File: src/hdl/rmd_pkg.sv
// Package for the rational multiply/divide block.
// Holds widths, the controller state type and the command/status structs.
// No dependencies.
package rmd_pkg;

	// Operand width in bits (two's complement numerator or denominator)
	localparam int OPW = 16;

	// Cross product, its magnitude, and the result fields
	localparam int PROD_W    = 2 * OPW;
	localparam int MAG_W     = PROD_W - 1;
	localparam int RES_NUM_W = PROD_W;
	localparam int RES_DEN_W = MAG_W;

	// Shift count of the binary gcd and the divider bit counter
	localparam int K_W   = $clog2(MAG_W);
	localparam int CNT_W = $clog2(MAG_W + 1);

	// Stream words, padded to whole bytes
	localparam int IN_DATA_W  = ((4 * OPW + 7) / 8) * 8;
	localparam int OUT_DATA_W = ((RES_NUM_W + RES_DEN_W + 7) / 8) * 8;

	// Request kinds
	localparam logic REQ_MUL = 1'b0;
	localparam logic REQ_DIV = 1'b1;

	typedef enum logic [2:0] {
		ST_IDLE,
		ST_MULT,
		ST_PREP,
		ST_GCD,
		ST_DIV,
		ST_FINISH
	} rmd_state_t;

	// Controller to datapath
	typedef struct packed {
		logic load_in;
		logic mult;
		logic prep;
		logic gcd_step;
		logic div_init;
		logic div_step;
		logic out_load;
	} rmd_cmd_t;

	// Datapath to controller
	typedef struct packed {
		logic zero_den;
		logic gcd_done;
		logic div_done;
		logic out_free;
	} rmd_stat_t;

endpackage

File: src/hdl/rational_mul_div.sv
// Rational multiply/divide: reduced product or quotient of two signed fractions.
//
// Input stream (s_*): one word per request. s_tuser is the request kind
// (0 multiply, 1 divide left by right); s_tdata carries four signed 16-bit
// operands. Output stream (m_*): one word per request with the reduced
// fraction; the denominator is positive, and m_tuser flags a zero product
// denominator, in which case the fraction reads 0/1.
// Timing: one request at a time. From acceptance a result is registered after
// the multiply, the magnitude prep, the binary gcd steps (one per cycle), a gcd
// exit, one divide step per quotient bit plus a divide exit, and the output
// load. A zero denominator skips gcd and divide: prep goes straight to the load.
// The next word is accepted in the cycle after the load at the earliest. The gcd
// loop and the bit-serial divider set the rate.
// s_tready is high only while the block is idle.
// The output register holds its word until taken; a stalled receiver leaves
// the block able to accept and compute the next request, which then waits in
// its final state until the output register frees.
// Reset (arst_n low, asynchronous) returns the controller to idle and drops
// m_tvalid; no clearing pass is needed.
module rational_mul_div (
	input  logic                           clk,
	input  logic                           arst_n,
	input  logic                           s_tvalid,
	output logic                           s_tready,
	// lhs_num [15:0], lhs_den [31:16], rhs_num [47:32], rhs_den [63:48]
	input  logic [rmd_pkg::IN_DATA_W-1:0]  s_tdata,
	// req_type [0]
	input  logic                           s_tuser,
	output logic                           m_tvalid,
	input  logic                           m_tready,
	// res_num [31:0], res_den [62:32], zero padding [63]
	output logic [rmd_pkg::OUT_DATA_W-1:0] m_tdata,
	// zero_den_error [0]
	output logic                           m_tuser
);
	import rmd_pkg::*;

	rmd_cmd_t  cmd;
	rmd_stat_t stat;

	rmd_ctrl u_ctrl (
		.clk      (clk),
		.arst_n   (arst_n),
		.s_tvalid (s_tvalid),
		.s_tready (s_tready),
		.stat     (stat),
		.cmd      (cmd)
	);

	rmd_datapath u_dp (
		.clk      (clk),
		.arst_n   (arst_n),
		.s_tdata  (s_tdata),
		.s_tuser  (s_tuser),
		.m_tdata  (m_tdata),
		.m_tuser  (m_tuser),
		.m_tvalid (m_tvalid),
		.m_tready (m_tready),
		.cmd      (cmd),
		.stat     (stat)
	);

	// One request in flight: an accepted word drops ready
	a_one_in_flight: assert property (@(posedge clk) disable iff (!arst_n)
		s_tvalid && s_tready |=> !s_tready)
		else $error("input accepted while a request is in flight");

	// Error results always read 0/1
	a_err_zero_one: assert property (@(posedge clk) disable iff (!arst_n)
		m_tvalid && m_tuser |->
		(m_tdata[RES_NUM_W-1:0] == '0) &&
		(m_tdata[RES_NUM_W+RES_DEN_W-1:RES_NUM_W] == RES_DEN_W'(1)))
		else $error("error result is not 0/1");

	// A good result has a nonzero denominator
	a_den_nonzero: assert property (@(posedge clk) disable iff (!arst_n)
		m_tvalid && !m_tuser |-> (m_tdata[RES_NUM_W+RES_DEN_W-1:RES_NUM_W] != '0))
		else $error("zero denominator without error flag");

	// The output register is only loaded when free
	a_no_overwrite: assert property (@(posedge clk) disable iff (!arst_n)
		cmd.out_load |-> (!m_tvalid || m_tready))
		else $error("output word overwritten before taken");

endmodule

File: src/hdl/rmd_ctrl.sv
// Controller state machine for the rational multiply/divide block.
// Sequences multiply, magnitude prep, binary gcd, divide and output load.
// Depends on rmd_pkg.
module rmd_ctrl (
	input  logic               clk,
	input  logic               arst_n,
	input  logic               s_tvalid,
	output logic               s_tready,
	input  rmd_pkg::rmd_stat_t stat,
	output rmd_pkg::rmd_cmd_t  cmd
);
	import rmd_pkg::*;

	rmd_state_t state_q, state_nxt;

	// State register
	always_ff @(posedge clk or negedge arst_n) begin
		if (!arst_n) begin
			state_q <= ST_IDLE;
		end else begin
			state_q <= state_nxt;
		end
	end

	// Next state
	always_comb begin
		state_nxt = state_q;
		case (state_q)
			ST_IDLE: begin
				if (s_tvalid) state_nxt = ST_MULT;
			end
			ST_MULT: begin
				state_nxt = ST_PREP;
			end
			ST_PREP: begin
				state_nxt = stat.zero_den ? ST_FINISH : ST_GCD;
			end
			ST_GCD: begin
				if (stat.gcd_done) state_nxt = ST_DIV;
			end
			ST_DIV: begin
				if (stat.div_done) state_nxt = ST_FINISH;
			end
			ST_FINISH: begin
				if (stat.out_free) state_nxt = ST_IDLE;
			end
			default: begin
				state_nxt = ST_IDLE;
			end
		endcase
	end

	// Outputs
	always_comb begin
		cmd      = '0;
		s_tready = 1'b0;
		case (state_q)
			ST_IDLE: begin
				s_tready    = 1'b1;
				cmd.load_in = s_tvalid;
			end
			ST_MULT: begin
				cmd.mult = 1'b1;
			end
			ST_PREP: begin
				cmd.prep = 1'b1;
			end
			ST_GCD: begin
				cmd.div_init = stat.gcd_done;
				cmd.gcd_step = !stat.gcd_done;
			end
			ST_DIV: begin
				cmd.div_step = !stat.div_done;
			end
			ST_FINISH: begin
				cmd.out_load = stat.out_free;
			end
			default: begin
				cmd = '0;
			end
		endcase
	end

endmodule

File: src/hdl/rmd_datapath.sv
// Datapath for the rational multiply/divide block: cross products,
// binary gcd, two-lane restoring divider and the output register.
// Depends on rmd_pkg.
module rmd_datapath (
	input  logic                             clk,
	input  logic                             arst_n,
	input  logic [rmd_pkg::IN_DATA_W-1:0]    s_tdata,
	input  logic                             s_tuser,
	output logic [rmd_pkg::OUT_DATA_W-1:0]   m_tdata,
	output logic                             m_tuser,
	output logic                             m_tvalid,
	input  logic                             m_tready,
	input  rmd_pkg::rmd_cmd_t                cmd,
	output rmd_pkg::rmd_stat_t               stat
);
	import rmd_pkg::*;

	// Input word
	logic              req_q;
	logic signed [OPW-1:0] lnum_q, lden_q, rnum_q, rden_q;

	// Cross products
	logic signed [PROD_W-1:0] p_q, q_q;
	logic signed [OPW-1:0]    mul_pa, mul_pb, mul_qa, mul_qb;
	logic signed [PROD_W-1:0] prod_p, prod_q;

	// Magnitudes, gcd and divider
	logic [PROD_W-1:0] p_abs, q_abs;
	logic [MAG_W-1:0]  mn_q, md_q, a_q, b_q, g_q;
	logic [K_W-1:0]    k_q;
	logic              neg_q, err_q;
	logic [MAG_W-1:0]  a_nxt, b_nxt, diff_ab, diff_ba;
	logic [K_W-1:0]    k_nxt;
	logic [MAG_W-1:0]  nq_q, dq_q, rem_n_q, rem_d_q;
	logic [CNT_W-1:0]  cnt_q;
	logic [MAG_W:0]    rsh_n, rsh_d, rsub_n, rsub_d;
	logic              ge_n, ge_d;

	// Output register
	logic                 out_valid_q;
	logic [RES_NUM_W-1:0] res_num_q;
	logic [RES_DEN_W-1:0] res_den_q;
	logic                 err_out_q;
	logic [RES_NUM_W-1:0] num_ext, num_fin;

	// Operand selection: divide swaps the right operand
	always_comb begin
		mul_pa = lnum_q;
		mul_qa = lden_q;
		mul_pb = (req_q == REQ_DIV) ? rden_q : rnum_q;
		mul_qb = (req_q == REQ_DIV) ? rnum_q : rden_q;
		prod_p = PROD_W'(mul_pa) * PROD_W'(mul_pb);
		prod_q = PROD_W'(mul_qa) * PROD_W'(mul_qb);
	end

	// Magnitudes of the products
	assign p_abs = p_q[PROD_W-1] ? PROD_W'(-p_q) : PROD_W'(p_q);
	assign q_abs = q_q[PROD_W-1] ? PROD_W'(-q_q) : PROD_W'(q_q);

	// One binary gcd step
	assign diff_ab = a_q - b_q;
	assign diff_ba = b_q - a_q;
	always_comb begin
		a_nxt = a_q;
		b_nxt = b_q;
		k_nxt = k_q;
		if (!a_q[0] && !b_q[0]) begin
			a_nxt = a_q >> 1;
			b_nxt = b_q >> 1;
			k_nxt = k_q + K_W'(1);
		end else if (!a_q[0]) begin
			a_nxt = a_q >> 1;
		end else if (!b_q[0]) begin
			b_nxt = b_q >> 1;
		end else if (a_q >= b_q) begin
			a_nxt = diff_ab >> 1;
		end else begin
			b_nxt = diff_ba >> 1;
		end
	end

	// Restoring divide, both lanes share the divisor
	always_comb begin
		rsh_n  = {rem_n_q, nq_q[MAG_W-1]};
		rsh_d  = {rem_d_q, dq_q[MAG_W-1]};
		ge_n   = rsh_n >= {1'b0, g_q};
		ge_d   = rsh_d >= {1'b0, g_q};
		rsub_n = rsh_n - {1'b0, g_q};
		rsub_d = rsh_d - {1'b0, g_q};
	end

	// Final numerator with sign; zero stays positive
	always_comb begin
		num_ext = {1'b0, nq_q};
		num_fin = (neg_q && (nq_q != '0)) ? RES_NUM_W'(-num_ext) : num_ext;
	end

	// Payload registers
	always_ff @(posedge clk) begin
		if (cmd.load_in) begin
			req_q  <= s_tuser;
			lnum_q <= s_tdata[OPW-1:0];
			lden_q <= s_tdata[2*OPW-1:OPW];
			rnum_q <= s_tdata[3*OPW-1:2*OPW];
			rden_q <= s_tdata[4*OPW-1:3*OPW];
		end
		if (cmd.mult) begin
			p_q <= prod_p;
			q_q <= prod_q;
		end
		if (cmd.prep) begin
			mn_q  <= p_abs[MAG_W-1:0];
			md_q  <= q_abs[MAG_W-1:0];
			a_q   <= p_abs[MAG_W-1:0];
			b_q   <= q_abs[MAG_W-1:0];
			k_q   <= '0;
			neg_q <= p_q[PROD_W-1] ^ q_q[PROD_W-1];
			err_q <= (q_q == '0);
		end
		if (cmd.gcd_step) begin
			a_q <= a_nxt;
			b_q <= b_nxt;
			k_q <= k_nxt;
		end
		if (cmd.div_init) begin
			g_q     <= MAG_W'(b_q << k_q);
			nq_q    <= mn_q;
			dq_q    <= md_q;
			rem_n_q <= '0;
			rem_d_q <= '0;
		end
		if (cmd.div_step) begin
			rem_n_q <= ge_n ? rsub_n[MAG_W-1:0] : rsh_n[MAG_W-1:0];
			rem_d_q <= ge_d ? rsub_d[MAG_W-1:0] : rsh_d[MAG_W-1:0];
			nq_q    <= {nq_q[MAG_W-2:0], ge_n};
			dq_q    <= {dq_q[MAG_W-2:0], ge_d};
		end
		if (cmd.out_load) begin
			res_num_q <= err_q ? '0 : num_fin;
			res_den_q <= err_q ? RES_DEN_W'(1) : dq_q;
			err_out_q <= err_q;
		end
	end

	// Divider bit counter
	always_ff @(posedge clk or negedge arst_n) begin
		if (!arst_n) begin
			cnt_q <= '0;
		end else if (cmd.div_init) begin
			cnt_q <= CNT_W'(MAG_W);
		end else if (cmd.div_step) begin
			cnt_q <= cnt_q - CNT_W'(1);
		end
	end

	// Output word valid
	always_ff @(posedge clk or negedge arst_n) begin
		if (!arst_n) begin
			out_valid_q <= 1'b0;
		end else if (cmd.out_load) begin
			out_valid_q <= 1'b1;
		end else if (m_tready) begin
			out_valid_q <= 1'b0;
		end
	end

	// Status to the controller
	always_comb begin
		stat.zero_den = (q_q == '0);
		stat.gcd_done = (a_q == '0);
		stat.div_done = (cnt_q == '0);
		stat.out_free = !out_valid_q || m_tready;
	end

	// Output word packing
	always_comb begin
		m_tdata = '0;
		m_tdata[RES_NUM_W-1:0] = res_num_q;
		m_tdata[RES_NUM_W+RES_DEN_W-1:RES_NUM_W] = res_den_q;
	end
	assign m_tuser  = err_out_q;
	assign m_tvalid = out_valid_q;

endmodule
File: config.mk
export PLATFORM = sky130hd
export DESIGN_NAME = rational_mul_div
export DESIGN_NICKNAME = d
export VERILOG_FILES = /design/src/hdl/rmd_pkg.sv /design/src/hdl/rational_mul_div.sv /design/src/hdl/rmd_ctrl.sv /design/src/hdl/rmd_datapath.sv
export SDC_FILE = /design/constraint.sdc
export NUM_CORES = 2
export LEC_CHECK = 0
export BUFFER_PORTS_ARGS = -buffer_cell sky130_fd_sc_hd__buf_2
export CAP_MARGIN = 20
export CORE_ASPECT_RATIO = 0.5
export CORE_MARGIN = 3
export CORE_UTILIZATION = 65
export DETAILED_ROUTE_END_ITERATION = 8
export HOLD_SLACK_MARGIN = 0.06
export PLACE_DENSITY_LB_ADDON = 0.12
export SYNTH_ARGS = -nofsm -noshare
export SYNTH_HDL_FRONTEND = slang
export SYNTH_SLANG_ARGS = --single-unit
File: constraint.sdc
create_clock -name clk -period 16.1 [get_ports clk]
set_input_delay 1.61 -clock clk [delete_from_list [all_inputs] [get_ports clk]]
set_output_delay 1.61 -clock clk [all_outputs]
set_load 0.05 [all_outputs]
[Word-level counts from Yosys, hierarchy flattened]
Cells that the tools add are included.
Operators by class
  shifts and indexed selects: 1
  bitwise operators: 2
  reduce and logical (&&, ||, !) cells: 22
  muxes and demuxes: 46
  $mul: 2
  $lt $le $gt $ge: 3
  eq/ne operators: 14
  add/subtract/negate cells: 9
Operator list (number)
  2-to-1 mux 31 bit: 24
  subtractor 31 bit: 4
  >= comparator 32 x 31 -> 1 bit: 2
  multiplier 16 x 16 -> 32 bit: 2
  negation 31 bit: 2
  zero test 32 bit: 1
  2-to-1 mux 16 bit: 2
  negation 31 -> 32 bit: 1
  >= comparator 31 bit: 1
  zero test 31 bit: 1
  nonzero test 31 bit: 1
  << shifter 31 x 5 -> 31 bit: 1
  2-to-1 mux 5 bit: 5
  case mux 3 bit (6 select lines): 1
  2-to-1 mux 3 bit: 5
  != test 4 bit (second input constant): 3
  2-to-1 mux 1 bit: 8
  != test 2 x 1 -> 1 bit (second input constant): 4
  equality test 3 x 2 -> 1 bit (second input constant): 2
  equality test 3 bit (second input constant): 2
  AND reduction 3 bit: 2
  nonzero test 2 bit: 3
  adder 5 x 1 -> 5 bit (second input constant): 1
  zero test 1 bit: 5
  other kinds (14): 16
Word-level totals
  logic and storage cells: 127
  register bits after elaboration: 488
  output and inout port bits: 67

[Logic depth before layout (Yosys ltp)]
  depth after elaboration: 6
  mapped depth: 27

[By module]
Synthesis repeated with hierarchy kept, for this count alone.
Unflattened totals
  cells, all modules: 4744
  area, all modules: 48009.8 um^2
By module, submodules not included
  rmd_datapath: cells an instance 4717, area each 47770.8 um^2, instances 1, seq. area each 14533.9 um^2
  rmd_ctrl: cells an instance 27, area each 239.0 um^2, instances 1, seq. area each 75.1 um^2

[Worst setup path before layout]
OpenSTA, ideal clock, no wires.
  path type: reg2reg
  from: register u_dp.req_q
  to: register u_dp.p_q[30], data pin
  data arrival time: 7.001 ns
  data required time: 15.842 ns
  path slack: 8.841 ns
  setup time: 0.258 ns
  stages on the path, launching flop included: 25
  buffers on the path: 3
  period minus slack after synthesis: 7.259 ns
  cell sequence: edfxtp_1 > clkbuf_1 > clkbuf_1 > mux2i_1 > clkbuf_1 > nor2b_1 > fa_1 > inv_1 > fa_1 > fa_1 > fa_1 > inv_1 > fa_1 > fa_1 > ha_1 > a21o_1 > a21o_1 > a211o_1 > a221o_1 > a21o_1 > a31oi_1 > o21ai_0 > a21o_1 > a21oi_1 > xnor2_1
On the way
  longest elaborated chain between the ends: 2
Ends and longest elaborated chain
  start: declaration: RTL line rmd_datapath.sv:19  | logic req_q;
  start signal: assignment: RTL line rmd_datapath.sv:101  | req_q <= s_tuser;
  2-to-1 mux 16 bit: RTL line rmd_datapath.sv:50  | mul_pb = (req_q == REQ_DIV) ? rden_q : rnum_q;
  multiplier 16 x 16 -> 32 bit: RTL line rmd_datapath.sv:52  | prod_p = PROD_W'(mul_pa) * PROD_W'(mul_pb);
  named net u_dp.prod_p[30]: RTL line rmd_datapath.sv:25  | logic signed [PROD_W-1:0] prod_p, prod_q;
  end signal: assignment: RTL line rmd_datapath.sv:108  | p_q <= prod_p;
  end: declaration: RTL line rmd_datapath.sv:23  | logic signed [PROD_W-1:0] p_q, q_q;
The timed path passes the listed nets, and every way through them passes these cells.
A chain may end at the register's enable or synchronous reset.

[Final worst setup path]
Ends and elaborated chain as after synthesis.

==> results_dict.tcl <==
set metrics [dict create \
    status "completed" \
    synth.most_common_cell "inv_1" \
    cts.sink_count 488 \
    synth_fa_ha_area_share_pct 29.84 \
    cts_tree "yes" \
    crit_path_end_kind "register" \
    ff2ff_setup_slack_ps 8510 \
    ios 136 \
    syn-cell-area_mm2 0.04775 \
    finalCritPeriodShare_pct 47.14 \
    grt_busiest_layer "met2" \
    area_growth_pct 6.483 \
    wl_per_cell_um 20.14 \
    yosysWarningCount 0 \
    synth_xor_area_share_pct 4.953 \
    synth_edf_count 479 \
    synthSimpleGateAreaFrac_pct 15.09 \
    clock_path_buffers 3 \
    grt.met3_usage_pct 5.691 \
    root_buffer "clkbuf_16" \
    setup_viol 0 \
    ant_nets 0 \
    vias 34470 \
    timing.rr.start "u_dp.req_q" \
    final.min_clock_period_ps 7590 \
    route.detailed.drc 0 \
    cts_setup_buffers 0 \
    syn_avg_cell_area_um2 9.906 \
    core_area_mm2 0.07183 \
    hp-class "register to register" \
    report.final.slew_viol_count 0 \
    drive_above_1_share_pct 6.848 \
    antenna_found_initial 0 \
    dp_slack_ps 8562 \
    synthMuxAreaShare_pct 2.982 \
    synthTopCellsByCount "701 x inv_1, 592 x nand2_1, 528 x fa_1" \
    globalplace.congestion 0.9797 \
    yosysTopAreaCell "edfxtp_1" \
    synth_compound_area_share_pct 9.410 \
    crit_top_cell "fa_1" \
    cts_buffers 47 \
    ys_seq_elements 488 \
    cp_cell_sequence "buf_4, mux2i_2, nor2b_1, fa_1, inv_1, fa_1, fa_1, fa_1, inv_1, fa_1, fa_1, ha_1, a21o_1, a21o_1, a211o_1, a221o_1, a21o_1, a31oi_1, o21ai_0, a21o_1, a21oi_1, xnor2_1" \
    cts.hold.buffers_added 0 \
    avgViaCountPerCell 5.907 \
    grt_pass1_vias 35302 \
    grt_overflow 0 \
    cp_slowest_cell "mux2i_2" \
    die_x_um 389.3 \
    yosys.area.top_type_share_pct 30.13 \
    cpPeakStageDelay_ps 900 \
    htree_levels 2 \
    use_met2_pct 49.91 \
    n_antenna_cell 0 \
    worstPathMaxFanout 32 \
    start_kind "register" \
    drtIter0Drc 2802 \
    fin_skew_ps 26.06 \
    worstReg2RegEnd "u_dp.p_q[30]" \
    grt_max_degree 77 \
    syn_nets 5711 \
    maxCapViolCount 0 \
    crit_required_ps 16460 \
    die_y_um 197.6 \
    ys.flop_type "edfxtp_1" \
    layout.nets 5732 \
    dp_hpwl_um 92390 \
    n_fill_cell 5470 \
    drtPass1Iterations 7 \
    cp.arrival_ps 7950 \
    grt_pass1_wl_um 189300 \
    synth_seq_area_share_pct 30.60 \
    dieArea_mm2 0.07694 \
    synth_top_family_by_area "adder cells" \
    worstSetupEndpoint "u_dp.p_q[30]" \
    setup-tns-final_ps 0 \
    tightest_slew_ps 1053 \
    fmax_mhz 131.8 \
    rows 69 \
    setup.worst_path.start "u_dp.req_q" \
    hold_viol 0 \
    ys_async_sr_fraction_pct 1.844 \
    relSlewSlack_pct 29.81 \
    floorplan.initialDensity_pct 66.47 \
    use_met1_pct 44.14 \
    setup_ws_ps 8510 \
    synthCells 4820 \
    critical_path_class "register to register" \
    rr_worst_depth 22 \
    clk_latency_ps 620 \
    cts_resized 0 \
    synth.area.top_cells "edfxtp_1 30%, fa_1 22%, ha_1 7.7%" \
    grt_use_total_pct 31.09 \
    rsz0062_at_grt "false" \
    yosysUniqueCellTypes 78 \
    io_buffers 134 \
    clk_pin_slew_worst_paths_ps 70 \
    wirelength_um 117500 \
]
-- per-layer routing --
layer  up-vias  share of wire [%]
li1      15941                  -
met1     17067                 43
met2      1259                 46
met3       203                8.0
met4         0                2.6
met5         -                  0
-- cell families after synthesis --
group                    Yosys count
AO/OA/AOI/OAI                    694
adder cells (fa/ha/maj)          822
flip-flops                       488
buffers and inverters            903
other                              1
multiplexers                     129
AND/OR/NAND/NOR                 1513
XOR/XNOR                         270
-- worst min-delay path by stage --
stage / startpoint / to / slack, ps / cells past startpoint
2_1_floorplan: u_dp.err_q / u_dp.m_tuser / 420 / 0
3_3_place_gp: u_dp.md_q[16] / u_dp.dq_q[16] / 500 / 2
3_5_place_dp: u_dp.md_q[2] / u_dp.dq_q[2] / 500 / 2
4_1_cts: u_dp.md_q[6] / u_dp.dq_q[6] / 510 / 2
5_1_grt: u_dp.md_q[8] / u_dp.dq_q[8] / 530 / 2
6_report: u_dp.md_q[19] / u_dp.dq_q[19] / 510 / 2
-- flip-flops by register name, summed over array words and instances, names as in the netlist, 31 cells and up --
name            flops
u_dp.res_num_q     32
u_dp.dq_q          31
u_dp.res_den_q     31
u_dp.rem_d_q       31
u_dp.b_q           31
u_dp.a_q           31
u_dp.md_q          31
u_dp.nq_q          31
u_dp.mn_q          31
u_dp.q_q           32
u_dp.rem_n_q       31
u_dp.g_q           31
u_dp.p_q           32
-- through the flow --
| stage | hold WS [ps] | utilization (%) | cells | instance area (um2) |
|---|---|---|---|---|
| after floorplan | 424.4 | - | 4820 | 47750 |
| after detailed placement | 498.0 | 68.49 | 5748 | 49190 |
| after CTS | 513.7 | 70.72 | 5833 | 50800 |
| after global placement | 497.4 | 68.49 | 5748 | 49190 |
| after global routing | 533.2 | 70.78 | 5835 | 50840 |
| final | 509.8 | 70.78 | 5835 | 50840 |
-- cells in the final DEF (no fill, tap or decap), drive strengths merged, types with 26 or more instances in the layout --
cell type,count
a21oi,193
nor3,33
fa,528
o21a,27
edfxtp,479
clkbuf,52
nand2b,52
o31ai,31
ha,294
a211oi,34
inv,708
xnor2,183
nor2b,196
a221oi,42
o21ai,133
mux2i,95
and2,125
xor2,87
nor2,321
a21o,74
buf,171
a31oi,28
mux2,26
nand3,47
nand2,592
-- cell type report --
| cell class | count | area, um2 | share of cell area (%) |
|---|---|---|---|
| well taps | 958 | 1199 | 2.358 |
| flip-flops and latches | 488 | 14610 | 28.73 |
| repair buffers | 171 | 975.9 | 1.920 |
| multi-input cells | 3429 | 29810 | 58.63 |
| inverters | 704 | 2643 | 5.198 |
| clock inverters | 33 | 390.4 | 0.7678 |
| clock buffers | 52 | 1216 | 2.392 |
-- critical path: cells and delay by family, from the launching register on --
kind,cells,cell delay [ps]
buffers and inverters,3,530
muxes,1,900
adders and majority gates,7,3280
xor gates and xnor gates,1,80
DFF,1,330
and+or+nand+nor,1,140
AOI/OAI and AO/OA,9,2040
Power is left out: the tool's default activity adds up to more than one toggle a clock period on the data nets, which glitch-free logic cannot reach.
